[config.mk]
export PLATFORM = sky130hd
export DESIGN_NAME = lorenz_euler_integrator_unit_flat
export DESIGN_NICKNAME = d
export VERILOG_FILES = /design/src/rtl/lei_pkg.sv /design/src/rtl/lei_if.sv /design/src/rtl/lorenz_euler_integrator_unit.sv /design/src/flat_wrapper.sv
export SDC_FILE = /design/constraint.sdc
export NUM_CORES = 2
export LEC_CHECK = 0
export BUFFER_PORTS_ARGS = -buffer_cell sky130_fd_sc_hd__buf_2
export CELL_PAD_IN_SITES_DETAIL_PLACEMENT = 1
export CELL_PAD_IN_SITES_GLOBAL_PLACEMENT = 1
export CORE_MARGIN = 5
export CORE_UTILIZATION = 46
export DETAILED_ROUTE_END_ITERATION = 10
export HOLD_SLACK_MARGIN = 0.05
export PLACE_DENSITY_LB_ADDON = 0.1
export SETUP_SLACK_MARGIN = 0.05
export SLEW_MARGIN = 0
export SYNTH_ARGS = -nofsm -noshare
export SYNTH_HDL_FRONTEND = slang
export SYNTH_SLANG_ARGS = --single-unit
[constraint.sdc]
create_clock -name clk -period 12.2 [get_ports clk]
set_input_delay 0.61 -clock clk [delete_from_list [all_inputs] [get_ports clk]]
set_output_delay 0.61 -clock clk [all_outputs]
set_load 0.1 [all_outputs]
[src/rtl/lei_pkg.sv]
// shared types and constants of the lorenz euler integrator
`timescale 1ns / 1ps
package lei_pkg;

  localparam int unsigned QW = 32;
  localparam int unsigned Q_FRAC = 24;
  localparam int unsigned CFG_IDX_W = 3;

  // configuration register indexes
  localparam logic [CFG_IDX_W-1:0] REG_STEP_SIZE = 3'd0;
  localparam logic [CFG_IDX_W-1:0] REG_SIGMA     = 3'd1;
  localparam logic [CFG_IDX_W-1:0] REG_RHO       = 3'd2;
  localparam logic [CFG_IDX_W-1:0] REG_BETA      = 3'd3;
  localparam logic [CFG_IDX_W-1:0] REG_START_X   = 3'd4;
  localparam logic [CFG_IDX_W-1:0] REG_START_Y   = 3'd5;
  localparam logic [CFG_IDX_W-1:0] REG_START_Z   = 3'd6;

  // reset values, Q8.24
  localparam logic signed [QW-1:0] RST_STEP_SIZE = 32'sd16777;
  localparam logic signed [QW-1:0] RST_SIGMA     = 32'sd167772160;
  localparam logic signed [QW-1:0] RST_RHO       = 32'sd469762048;
  localparam logic signed [QW-1:0] RST_BETA      = 32'sd44739243;
  localparam logic signed [QW-1:0] RST_START_X   = 32'sd1677722;
  localparam logic signed [QW-1:0] RST_START_Y   = 32'sd0;
  localparam logic signed [QW-1:0] RST_START_Z   = 32'sd0;

  typedef logic signed [QW-1:0] q_t;

  typedef enum logic [9:0] {
    ST_IDLE = 10'b00_0000_0001,
    ST_HS   = 10'b00_0000_0010,
    ST_P1   = 10'b00_0000_0100,
    ST_XD   = 10'b00_0000_1000,
    ST_XY   = 10'b00_0001_0000,
    ST_P2   = 10'b00_0010_0000,
    ST_BZ   = 10'b00_0100_0000,
    ST_T2   = 10'b00_1000_0000,
    ST_P3   = 10'b01_0000_0000,
    ST_DONE = 10'b10_0000_0000
  } state_t;

endpackage

[src/rtl/lei_if.sv]
// handshake channels of the lorenz euler integrator
`timescale 1ns / 1ps
interface lei_in_if;
  logic valid;
  logic ready;
  logic restart;
  modport source (output valid, output restart, input ready);
  modport sink   (input valid, input restart, output ready);
endinterface

interface lei_out_if;
  logic        valid;
  logic        ready;
  logic [31:0] out_x;
  logic [31:0] out_y;
  logic [31:0] out_z;
  modport source (output valid, output out_x, output out_y, output out_z, input ready);
  modport sink   (input valid, input out_x, input out_y, input out_z, output ready);
endinterface

[src/rtl/lorenz_euler_integrator_unit.sv]
// top level of the lorenz euler integrator: sequencer, shared multiplier and adder
`timescale 1ns / 1ps
// usage
//   in_ch  : one transaction per sample tick; restart=1 reloads x/y/z from the
//            start registers before the step, restart=0 steps from current state
//   out_ch : one transaction per tick carrying the new x, y, z (Q8.24, saturated)
//   cfg_*  : write enable, register index (0..6) and 32-bit data; index 7 ignored;
//            write only while no tick is in flight
// operation
//   ready is high only in idle; a tick then runs through the sequencer states hs,
//   p1, xd, xy, p2, bz, t2, p3 and done, using one shared 32x32 multiplier that
//   takes the seven products one per cycle and one shared saturating adder; no
//   new tick is taken until the sequencer is back in idle
// reset
//   rst_n low (synchronous) loads the register defaults, x=0.1, y=z=0, and
//   empties the output register
// stall
//   the result sits in an output register, so the next tick is accepted while
//   it waits; a finished step holds in its last cycle until the register frees
module lorenz_euler_integrator_unit
  import lei_pkg::*;
(
  input  logic                 clk,
  input  logic                 rst_n,
  lei_in_if.sink               in_ch,
  lei_out_if.source            out_ch,
  input  logic                 cfg_we,
  input  logic [CFG_IDX_W-1:0] cfg_idx,
  input  logic [QW-1:0]        cfg_data
);

  state_t state_r, state_nxt;

  q_t step_r, sigma_r, rho_r, beta_r, sx_r, sy_r, sz_r;
  q_t pos_x_r, pos_y_r, pos_z_r;
  q_t prod_r, d1_r, d2_r, nx_r, ny_r;
  q_t ox_r, oy_r, oz_r;
  logic ovalid_r;

  logic in_fire;
  logic out_free;

  // shared multiplier with rounding and saturation
  q_t                mul_a, mul_b, mul_q;
  logic signed [63:0] mul_full, mul_rnd;
  logic signed [39:0] mul_shr;

  // shared saturating adder
  q_t                add_a, add_b, add_q;
  logic              add_sub;
  logic signed [32:0] add_sum;

  assign in_ch.ready  = (state_r == ST_IDLE);
  assign in_fire      = in_ch.valid && in_ch.ready;
  assign out_free     = !ovalid_r || out_ch.ready;
  assign out_ch.valid = ovalid_r;
  assign out_ch.out_x = ox_r;
  assign out_ch.out_y = oy_r;
  assign out_ch.out_z = oz_r;

  always_comb begin
    mul_full = mul_a * mul_b;
    mul_rnd  = mul_full + (64'sd1 <<< (Q_FRAC - 1));
    mul_shr  = mul_rnd[63:Q_FRAC];
    if (mul_shr > 40'sh007FFFFFFF)
      mul_q = 32'sh7FFFFFFF;
    else if (mul_shr < -40'sh0080000000)
      mul_q = 32'sh80000000;
    else
      mul_q = mul_shr[31:0];
  end

  always_comb begin
    add_sum = add_sub ? ({add_a[31], add_a} - {add_b[31], add_b})
                      : ({add_a[31], add_a} + {add_b[31], add_b});
    if (add_sum[32] != add_sum[31])
      add_q = add_sum[32] ? 32'sh80000000 : 32'sh7FFFFFFF;
    else
      add_q = add_sum[31:0];
  end

  // operand selection per sequencer step
  always_comb begin
    mul_a   = step_r;
    mul_b   = sigma_r;
    add_a   = pos_y_r;
    add_b   = pos_x_r;
    add_sub = 1'b1;
    unique case (state_r)
      ST_HS: begin                       // h*sigma ; y-x
        mul_a = step_r;  mul_b = sigma_r;
        add_a = pos_y_r; add_b = pos_x_r; add_sub = 1'b1;
      end
      ST_P1: begin                       // hs*(y-x) ; rho-z
        mul_a = prod_r;  mul_b = d1_r;
        add_a = rho_r;   add_b = pos_z_r; add_sub = 1'b1;
      end
      ST_XD: begin                       // x*(rho-z) ; x+p1
        mul_a = pos_x_r; mul_b = d2_r;
        add_a = pos_x_r; add_b = prod_r;  add_sub = 1'b0;
      end
      ST_XY: begin                       // x*y ; x*(rho-z)-y
        mul_a = pos_x_r; mul_b = pos_y_r;
        add_a = prod_r;  add_b = pos_y_r; add_sub = 1'b1;
      end
      ST_P2: begin                       // h*t1
        mul_a = step_r;  mul_b = d1_r;
      end
      ST_BZ: begin                       // beta*z ; y+p2
        mul_a = beta_r;  mul_b = pos_z_r;
        add_a = pos_y_r; add_b = prod_r;  add_sub = 1'b0;
      end
      ST_T2: begin                       // x*y - beta*z
        add_a = d2_r;    add_b = prod_r;  add_sub = 1'b1;
      end
      ST_P3: begin                       // h*t2
        mul_a = step_r;  mul_b = d1_r;
      end
      ST_DONE: begin                     // z+p3
        add_a = pos_z_r; add_b = prod_r;  add_sub = 1'b0;
      end
      default: begin
      end
    endcase
  end

  always_comb begin
    state_nxt = state_r;
    unique case (state_r)
      ST_IDLE: if (in_fire) state_nxt = ST_HS;
      ST_HS:   state_nxt = ST_P1;
      ST_P1:   state_nxt = ST_XD;
      ST_XD:   state_nxt = ST_XY;
      ST_XY:   state_nxt = ST_P2;
      ST_P2:   state_nxt = ST_BZ;
      ST_BZ:   state_nxt = ST_T2;
      ST_T2:   state_nxt = ST_P3;
      ST_P3:   state_nxt = ST_DONE;
      ST_DONE: if (out_free) state_nxt = ST_IDLE;
      default: state_nxt = ST_IDLE;
    endcase
  end

  // control state, configuration and position
  always_ff @(posedge clk) begin
    if (!rst_n) begin
      state_r  <= ST_IDLE;
      ovalid_r <= 1'b0;
      step_r   <= RST_STEP_SIZE;
      sigma_r  <= RST_SIGMA;
      rho_r    <= RST_RHO;
      beta_r   <= RST_BETA;
      sx_r     <= RST_START_X;
      sy_r     <= RST_START_Y;
      sz_r     <= RST_START_Z;
      pos_x_r  <= RST_START_X;
      pos_y_r  <= RST_START_Y;
      pos_z_r  <= RST_START_Z;
    end else begin
      state_r <= state_nxt;
      if (cfg_we) begin
        unique case (cfg_idx)
          REG_STEP_SIZE: step_r  <= cfg_data;
          REG_SIGMA:     sigma_r <= cfg_data;
          REG_RHO:       rho_r   <= cfg_data;
          REG_BETA:      beta_r  <= cfg_data;
          REG_START_X:   sx_r    <= cfg_data;
          REG_START_Y:   sy_r    <= cfg_data;
          REG_START_Z:   sz_r    <= cfg_data;
          default: ;
        endcase
      end
      if (in_fire && in_ch.restart) begin
        pos_x_r <= sx_r;
        pos_y_r <= sy_r;
        pos_z_r <= sz_r;
      end
      if (state_r == ST_DONE && out_free) begin
        pos_x_r  <= nx_r;
        pos_y_r  <= ny_r;
        pos_z_r  <= add_q;
        ovalid_r <= 1'b1;
      end else if (out_ch.ready) begin
        ovalid_r <= 1'b0;
      end
    end
  end

  // datapath scratch and output payload
  always_ff @(posedge clk) begin
    if (state_r != ST_DONE && state_r != ST_IDLE)
      prod_r <= mul_q;
    unique case (state_r)
      ST_HS, ST_XY, ST_T2: d1_r <= add_q;
      ST_P1:               d2_r <= add_q;
      ST_P2:               d2_r <= prod_r;   // hold x*y
      ST_XD:               nx_r <= add_q;
      ST_BZ:               ny_r <= add_q;
      default: ;
    endcase
    if (state_r == ST_DONE && out_free) begin
      ox_r <= nx_r;
      oy_r <= ny_r;
      oz_r <= add_q;
    end
  end

endmodule

[src/flat_wrapper.sv]
// flat-port wrapper written by rule: the top's interface ports become plain ports
module lorenz_euler_integrator_unit_flat import lei_pkg::*;
  (clk, rst_n, cfg_we, cfg_idx, cfg_data, in_ch_valid, in_ch_restart, in_ch_ready, out_ch_valid, out_ch_out_x, out_ch_out_y, out_ch_out_z, out_ch_ready);
  lei_in_if in_ch_i ();
  lei_out_if out_ch_i ();
  input  logic clk;
  input  logic rst_n;
  input  logic cfg_we;
  input  logic [CFG_IDX_W-1:0] cfg_idx;
  input  logic [QW-1:0] cfg_data;
  input wire logic [$bits(in_ch_i.valid)-1:0] in_ch_valid;
  input wire logic [$bits(in_ch_i.restart)-1:0] in_ch_restart;
  output wire logic [$bits(in_ch_i.ready)-1:0] in_ch_ready;
  output wire logic [$bits(out_ch_i.valid)-1:0] out_ch_valid;
  output wire logic [$bits(out_ch_i.out_x)-1:0] out_ch_out_x;
  output wire logic [$bits(out_ch_i.out_y)-1:0] out_ch_out_y;
  output wire logic [$bits(out_ch_i.out_z)-1:0] out_ch_out_z;
  input wire logic [$bits(out_ch_i.ready)-1:0] out_ch_ready;
  assign in_ch_i.valid = in_ch_valid;
  assign in_ch_i.restart = in_ch_restart;
  assign in_ch_ready = in_ch_i.ready;
  assign out_ch_valid = out_ch_i.valid;
  assign out_ch_out_x = out_ch_i.out_x;
  assign out_ch_out_y = out_ch_i.out_y;
  assign out_ch_out_z = out_ch_i.out_z;
  assign out_ch_i.ready = out_ch_ready;
  lorenz_euler_integrator_unit u_core (.clk(clk), .rst_n(rst_n), .in_ch(in_ch_i), .out_ch(out_ch_i), .cfg_we(cfg_we), .cfg_idx(cfg_idx), .cfg_data(cfg_data));
endmodule
**Word-level counts from Yosys, hierarchy flattened**

Cells that the tools add are included.

- Bits of input ports: 41
- Word-level logic and storage cells: 90
- Bits in registers: 587
- Output and inout bits: 98

- Multipliers: 1
- Eq/ne operators: 21
- Reductions and logical operators: 23
- Order comparisons: 2
- Muxes and demuxes: 20
- Add/subtract/negate cells: 3

Operators by type and width:

| operator | count |
|---|---|
| 32-bit two-way mux | 9 |
| 32-bit case mux with 3 select lines | 2 |
| 32-bit case mux with 5 select lines | 1 |
| 32-bit case mux with 4 select lines | 1 |
| 10-bit case mux with 10 select lines | 1 |
| 64-bit by 25-bit adder with 64-bit output (second input constant) | 1 |
| 32-bit by 32-bit multiplier with 64-bit output | 1 |
| 32-bit case mux with 2 select lines | 1 |
| 40-bit by 32-bit greater-than comparator with 1-bit output (second input constant) | 1 |
| 40-bit by 32-bit less-than comparator with 1-bit output (second input constant) | 1 |
| 32-bit by 32-bit adder with 33-bit output | 1 |
| 33-bit two-way mux | 1 |
| 32-bit by 32-bit subtractor with 33-bit output | 1 |
| 10-bit two-way mux | 2 |
| 2-bit AND reduction | 8 |
| 10-bit by 1-bit equality test with 1-bit output (second input constant) | 1 |
| 10-bit equality test (second input constant) | 1 |
| 10-bit by 2-bit equality test with 1-bit output (second input constant) | 1 |
| 10-bit by 3-bit equality test with 1-bit output (second input constant) | 1 |
| 10-bit by 4-bit equality test with 1-bit output (second input constant) | 1 |
| 10-bit by 5-bit equality test with 1-bit output (second input constant) | 1 |
| 10-bit by 6-bit equality test with 1-bit output (second input constant) | 1 |
| 10-bit by 7-bit equality test with 1-bit output (second input constant) | 1 |
| 10-bit by 8-bit equality test with 1-bit output (second input constant) | 1 |
| 18 further kinds | 29 |

**Longest topological paths before layout**

- Depth after elaboration: 8
- Mapped depth: 43
- Depth with buffers taken out: 35

**Least setup slack after synthesis**

Ideal clock, no wire load.

- Path kind: reg2reg
- Start: register u_core.state_r[9]
- End: register u_core.prod_r[21], data pin
- Buffers on the path: 5
- Stages on the path, launching flop included: 36
- Arrival time: 11.183 ns
- Setup slack: 0.872 ns
- Setup time: 0.145 ns
- Clock period less this slack: 11.328 ns
- Required time: 12.055 ns
- Cell sequence: dfxtp_1 > buf_2 > nor4_4 > nand3_1 > inv_1 > clkbuf_1 > clkbuf_1 > buf_1 > nand2_1 > nand3_1 > and2_1 > fa_1 > fa_1 > fa_1 > fa_1 > inv_1 > fa_1 > inv_1 > fa_1 > inv_1 > fa_1 > inv_1 > fa_1 > ha_1 > and3_1 > nand2_1 > or2_2 > nor3_1 > nand2_1 > o31a_1 > or3_1 > and4b_1 > or3_1 > o41a_1 > buf_2 > o21ai_1

- Word-level cells in the longest chain between the ends: 7
- Elaborated cells between the ends (all ways): 15
- Those cells by class: 1 x add/sub; 1 x mul; 2 x order compare; 6 x eq/ne; 3 x mux; 2 x reduce/logical

Ends and longest elaborated chain:

| element | RTL line | RTL |
|---|---|---|
| from (decl) | lorenz_euler_integrator_unit.sv:32 | `state_t state_r, state_nxt;` |
| from (signal assigned) | lorenz_euler_integrator_unit.sv:160 | `state_r <= state_nxt;` |
| 10-bit by 9-bit equality test with 1-bit output (tied with other cells) | lorenz_euler_integrator_unit.sv:89 | `unique case (state_r)` |
| 3-bit OR reduction (no line) / 2-bit OR reduction (equally long branches) | - |  |
| 32-bit case mux with 4 select lines / 32-bit case mux with 3 select lines (equally long branches) | lorenz_euler_integrator_unit.sv:89 |  |
| 32-bit by 32-bit multiplier with 64-bit output (*) | lorenz_euler_integrator_unit.sv:62 | `mul_full = mul_a * mul_b;` |
| 64-bit by 25-bit adder with 64-bit output (*) | lorenz_euler_integrator_unit.sv:63 | `mul_rnd = mul_full + (64'sd1 <<< (Q_FRAC - 1));` |
| 40-bit by 32-bit less-than comparator with 1-bit output | lorenz_euler_integrator_unit.sv:67 | `else if (mul_shr < -40'sh0080000000)` |
| 32-bit two-way mux | lorenz_euler_integrator_unit.sv:67 |  |
| to (signal assigned) | lorenz_euler_integrator_unit.sv:192 | `prod_r <= mul_q;` |
| to (decl) | lorenz_euler_integrator_unit.sv:36 | `q_t prod_r, d1_r, d2_r, nx_r, ny_r;` |

Mark *: on every way between the ends. The rest lies on a longest branch, timed or not.
A chain may end at the register's enable or synchronous reset.

**Worst setup path after layout**

- Start: register u_core.state_r[6]
- End: register u_core.prod_r[5], data pin

Same word-level chain as after synthesis.

==> metrics.md <==
| Metric | Value |
|---|---|
| Via count | `roughly 52,000` |
| DRT Pass-1 Iters | `9` |
| Final Hold Fails | `0` |
| Share of the yosys chip area belonging to registers | `22.7%` |
| CP dominant cell by count | `fa_1` |
| Crit-path max FO | `31` |
| Final Util | `between 40 and 50%` |
| Leakage power | `between 0.03 and 0.04 uW` |
| Mapped cell area | `63,100 um2` |
| Post-DP Area | `~66,000 um2` |
| Fin area | `around 70,000 um2` |
| Number of global-route vias before repair | `roughly 57,000` |
| TritonCTS clock tree | `yes` |
| Critical Path RT | `~13 ns` |
| Pwr dens | `72.8 nW/um2` |
| Row count | `136` |
| Syn Nets | `roughly 8,300` |
| Clk_skew | `roughly 0.017 ns` |
| CTS Buffer Depth | `3` |
| Initial core utilization | `46.1%` |
| DIE HEIGHT | `381 um` |
| Fin nets | `about 8,300` |
| Worst-skew pair later-pin latency | `between 0.6 and 0.7 ns` |
| Critical-path top delay cell | `dfxtp_1` |
| Initial drt markers | `between 4,000 and 5,000` |
| Port bufs | `between 100 and 150` |
| Fin crit share | `between 90% and 100%` |
| WL final | `approximately 240,000 um` |
| Global-route usage over all layers | `around a third` |
| Peak Freq | `between 80 and 90 MHz` |
| Ys async rst share | `0%` |
| Die W | `roughly 380 um` |
| Failing checks | `max-capacitance violations, max-slew violations` |
| Maximum Capacitance Violations | `1` |
| Count of cell types in the netlist | `between 90 and 100` |
| Full die area | `roughly 140,000 um2` |
| Vias/cell | `approximately 5.9` |
| Crit-path leading delay family | `adder cells` |
| IO Count | `around 140` |
| CP startpoint kind | `register` |
| Placer's final routability congestion estimate | `roughly 0.95` |
| CTS buffer count | `55` |
| Clk root buf | `clkbuf_16` |
| H-tree depth | `2` |
| Nature of the critical path endpoint | `register` |
| Ratio of cells with drive above 1 in the final layout | `just under 8%` |
| FF+latch count, synth | `between 500 and 600` |
| Clock-pin slew of the registers on the worst-case setup and hold paths | `0.07 ns` |
| Crit path largest cell delay | `between 0.6 and 0.7 ns` |
| Syn-to-layout area delta | `8.33%` |
| Unrepaired setup endpoints after global routing | `no` |
| Final setup vio count | `0` |
| Register area | `between 10,000 and 15,000 um2` |
| Least-Margin Pin Slew | `roughly 1.6 ns` |
| WP buf/inv | `2` |
| Antenna Nets Post-Route | `0` |
| EDFF count, synth | `256` |
| Area taken by multi-input logic gates | `43,900 um2` |
| First-pass GRT wire length | `between 300,000 and 400,000 um` |
| Tmin final | `11.89 ns` |
| Initial antenna violation count | `7` |
| HPWL after detailed placement | `193,000 um` |
| Drt drc | `0` |
| GRT overflow | `0` |
| Clock sink total | `roughly 590` |
| Worst relative slew slack | `-4.64%` |
| Ys flop type | `dfxtp_1` |
| Peak VDD IR | `roughly 0.000096 V` |
| Filler instances | `15,678` |
| Cell count after synthesis | `around 6,900` |
| Ys Warns | `0` |
| Worst setup path class | `register to register` |
| Core area | `roughly 140,000 um2` |
| Largest net degree at the start of global routing | `approximately 100` |
| Slew Viols, Final | `5` |
| Outcome | `finished, violations left` |
| Worst min-delay path class | `input pin to register` |
| Syn avg cell area | `approximately 9 um2` |
| WL/cell | `27.6 um` |
| CP arrival | `12.37 ns` |
[registers in the layout, indices dropped and copies added (netlist names), 10 cells and up]
register,count
u_core.sz_r,32
u_core.sx_r,32
u_core.pos_z_r,32
u_core.d2_r,32
u_core.pos_y_r,32
u_core.sigma_r,32
u_core.ny_r,32
u_core.out_ch.out_y,32
u_core.rho_r,32
u_core.d1_r,32
u_core.sy_r,32
u_core.beta_r,32
u_core.nx_r,32
u_core.step_r,32
u_core.out_ch.out_z,32
u_core.state_r,10
u_core.prod_r,32
u_core.pos_x_r,32
u_core.out_ch.out_x,32
[power breakdown]
part,switching [uW],internal [uW]
Sequential,73.3,2130
Clock,821,1010
Combinational,653,304
[cell type report]
type | instances | share of cell area [%]
Antenna cell | 1 | 0.00366
Clock inverter | 27 | 0.397
Timing Repair Buffer | 350 | 3.50
Multi-Input combinational cell | 4945 | 64.1
Tap cell | 1794 | 3.28
Clock buffer | 76 | 2.32
Inverter | 988 | 5.43
Sequential cell | 587 | 20.9
[stage by stage]
stage	setup TNS [ns]	power, uW	worst slack [ns]	hold WS (ns)	std cells
final	0	4980	0.309	0.319	8768
after global routing	0	5180	0.0600	0.304	8767
after CTS	0	5000	0.112	0.293	8763
after detailed placement	-1.65	3180	-0.0839	0.439	8660
after global placement	0	3160	0.0827	0.444	8660
after floorplan	0	2770	0.872	0.427	6940
[cells in the mapped netlist, drive strengths merged, types with 31 or more instances]
library cell | instances | area (um2)
edfxtp | 256 | 7690
a22o | 48 | 420
clkbuf | 355 | 1330
fa | 1083 | 21700
nand2 | 1279 | 4800
xor2 | 41 | 359
o21ai | 226 | 1130
buf | 65 | 310
nand3 | 173 | 871
dfxtp | 331 | 6630
inv | 988 | 3710
nor2 | 719 | 2700
nor3 | 36 | 208
a222oi | 80 | 801
a21o | 63 | 473
o211a | 52 | 521
xnor2 | 73 | 639
nand2b | 32 | 200
nand4 | 38 | 238
a21boi | 203 | 1530
a221o | 31 | 310
o21a | 43 | 323
ha | 211 | 2640
a21oi | 169 | 846
[path summary, 6_finish.rpt]
check	start	end	slack [ns]	cells past startpoint
min reg2reg	u_core.ny_r[23]$_DFFE_PN_	u_core.out_ch.out_y[23]$_DFFE_PP_	0.46	0
max reg2reg	u_core.state_r[6]$_SDFFE_PN0P_	u_core.prod_r[5]$_SDFFCE_PN1P_	0.31	28
min	in_ch_valid	u_core.state_r[1]$_SDFFE_PN0P_	0.32	2
max	u_core.state_r[6]$_SDFFE_PN0P_	u_core.prod_r[5]$_SDFFCE_PN1P_	0.31	28
[cell usage in the layout, fill, tap and decap left out, types with 31 or more instances in the layout]
cell type and count:
a22o_1 48, a21boi_0 201, ha_1 211, o21ai_1 67
nand4_1 38, nor2_1 711, a222oi_1 80, inv_1 985
a21o_1 63, dfxtp_1 331, o21ai_0 145, o211a_1 52
nand2b_1 31, a221o_1 31, fa_1 1082, clkbuf_16 59
buf_2 137, edfxtp_1 256, xnor2_1 73, buf_4 204
nand2_1 1276, a21oi_1 164, o21a_1 41, xor2_1 41
nand3_1 168
[metal layers]
| layer | track usage [%] | vias up | routed length [um] |
|---|---|---|---|
| met1 | 43.2 | 27598 | 97200 |
| met5 | 0 | - | 29 |
| met3 | 4.49 | 467 | 15100 |
| li1 | - | 22187 | - |
| met4 | 13.5 | 4 | 12000 |
| met2 | 56.7 | 1840 | 117000 |
[logic make-up (layout without fill, tap and decap cells)]
kind of cell               Yosys count  after routing  share of synthesized area, %
AOI/OAI and AO/OA                 1092           1092                          12.4
xor gates and xnor gates           114            114                          1.58
adders and majority gates         1294           1294                          38.5
buffers and inverters             1408           1441                          8.48
DFF                                587            587                          22.7
muxes                               25             25                         0.418
other                                0              1                             0
and+or+nand+nor                   2420           2420                          16.0
[timing repair]
item / 4_1_cts / 5_1_grt
setup endpoints to repair: 31 / 31
gates resized for setup: 2 / 10
setup buffers: 0 / 4
pin swaps: 0 / 1
hold buffers: 0 / 0
No activity file was read; power rests on OpenSTA's default activity.
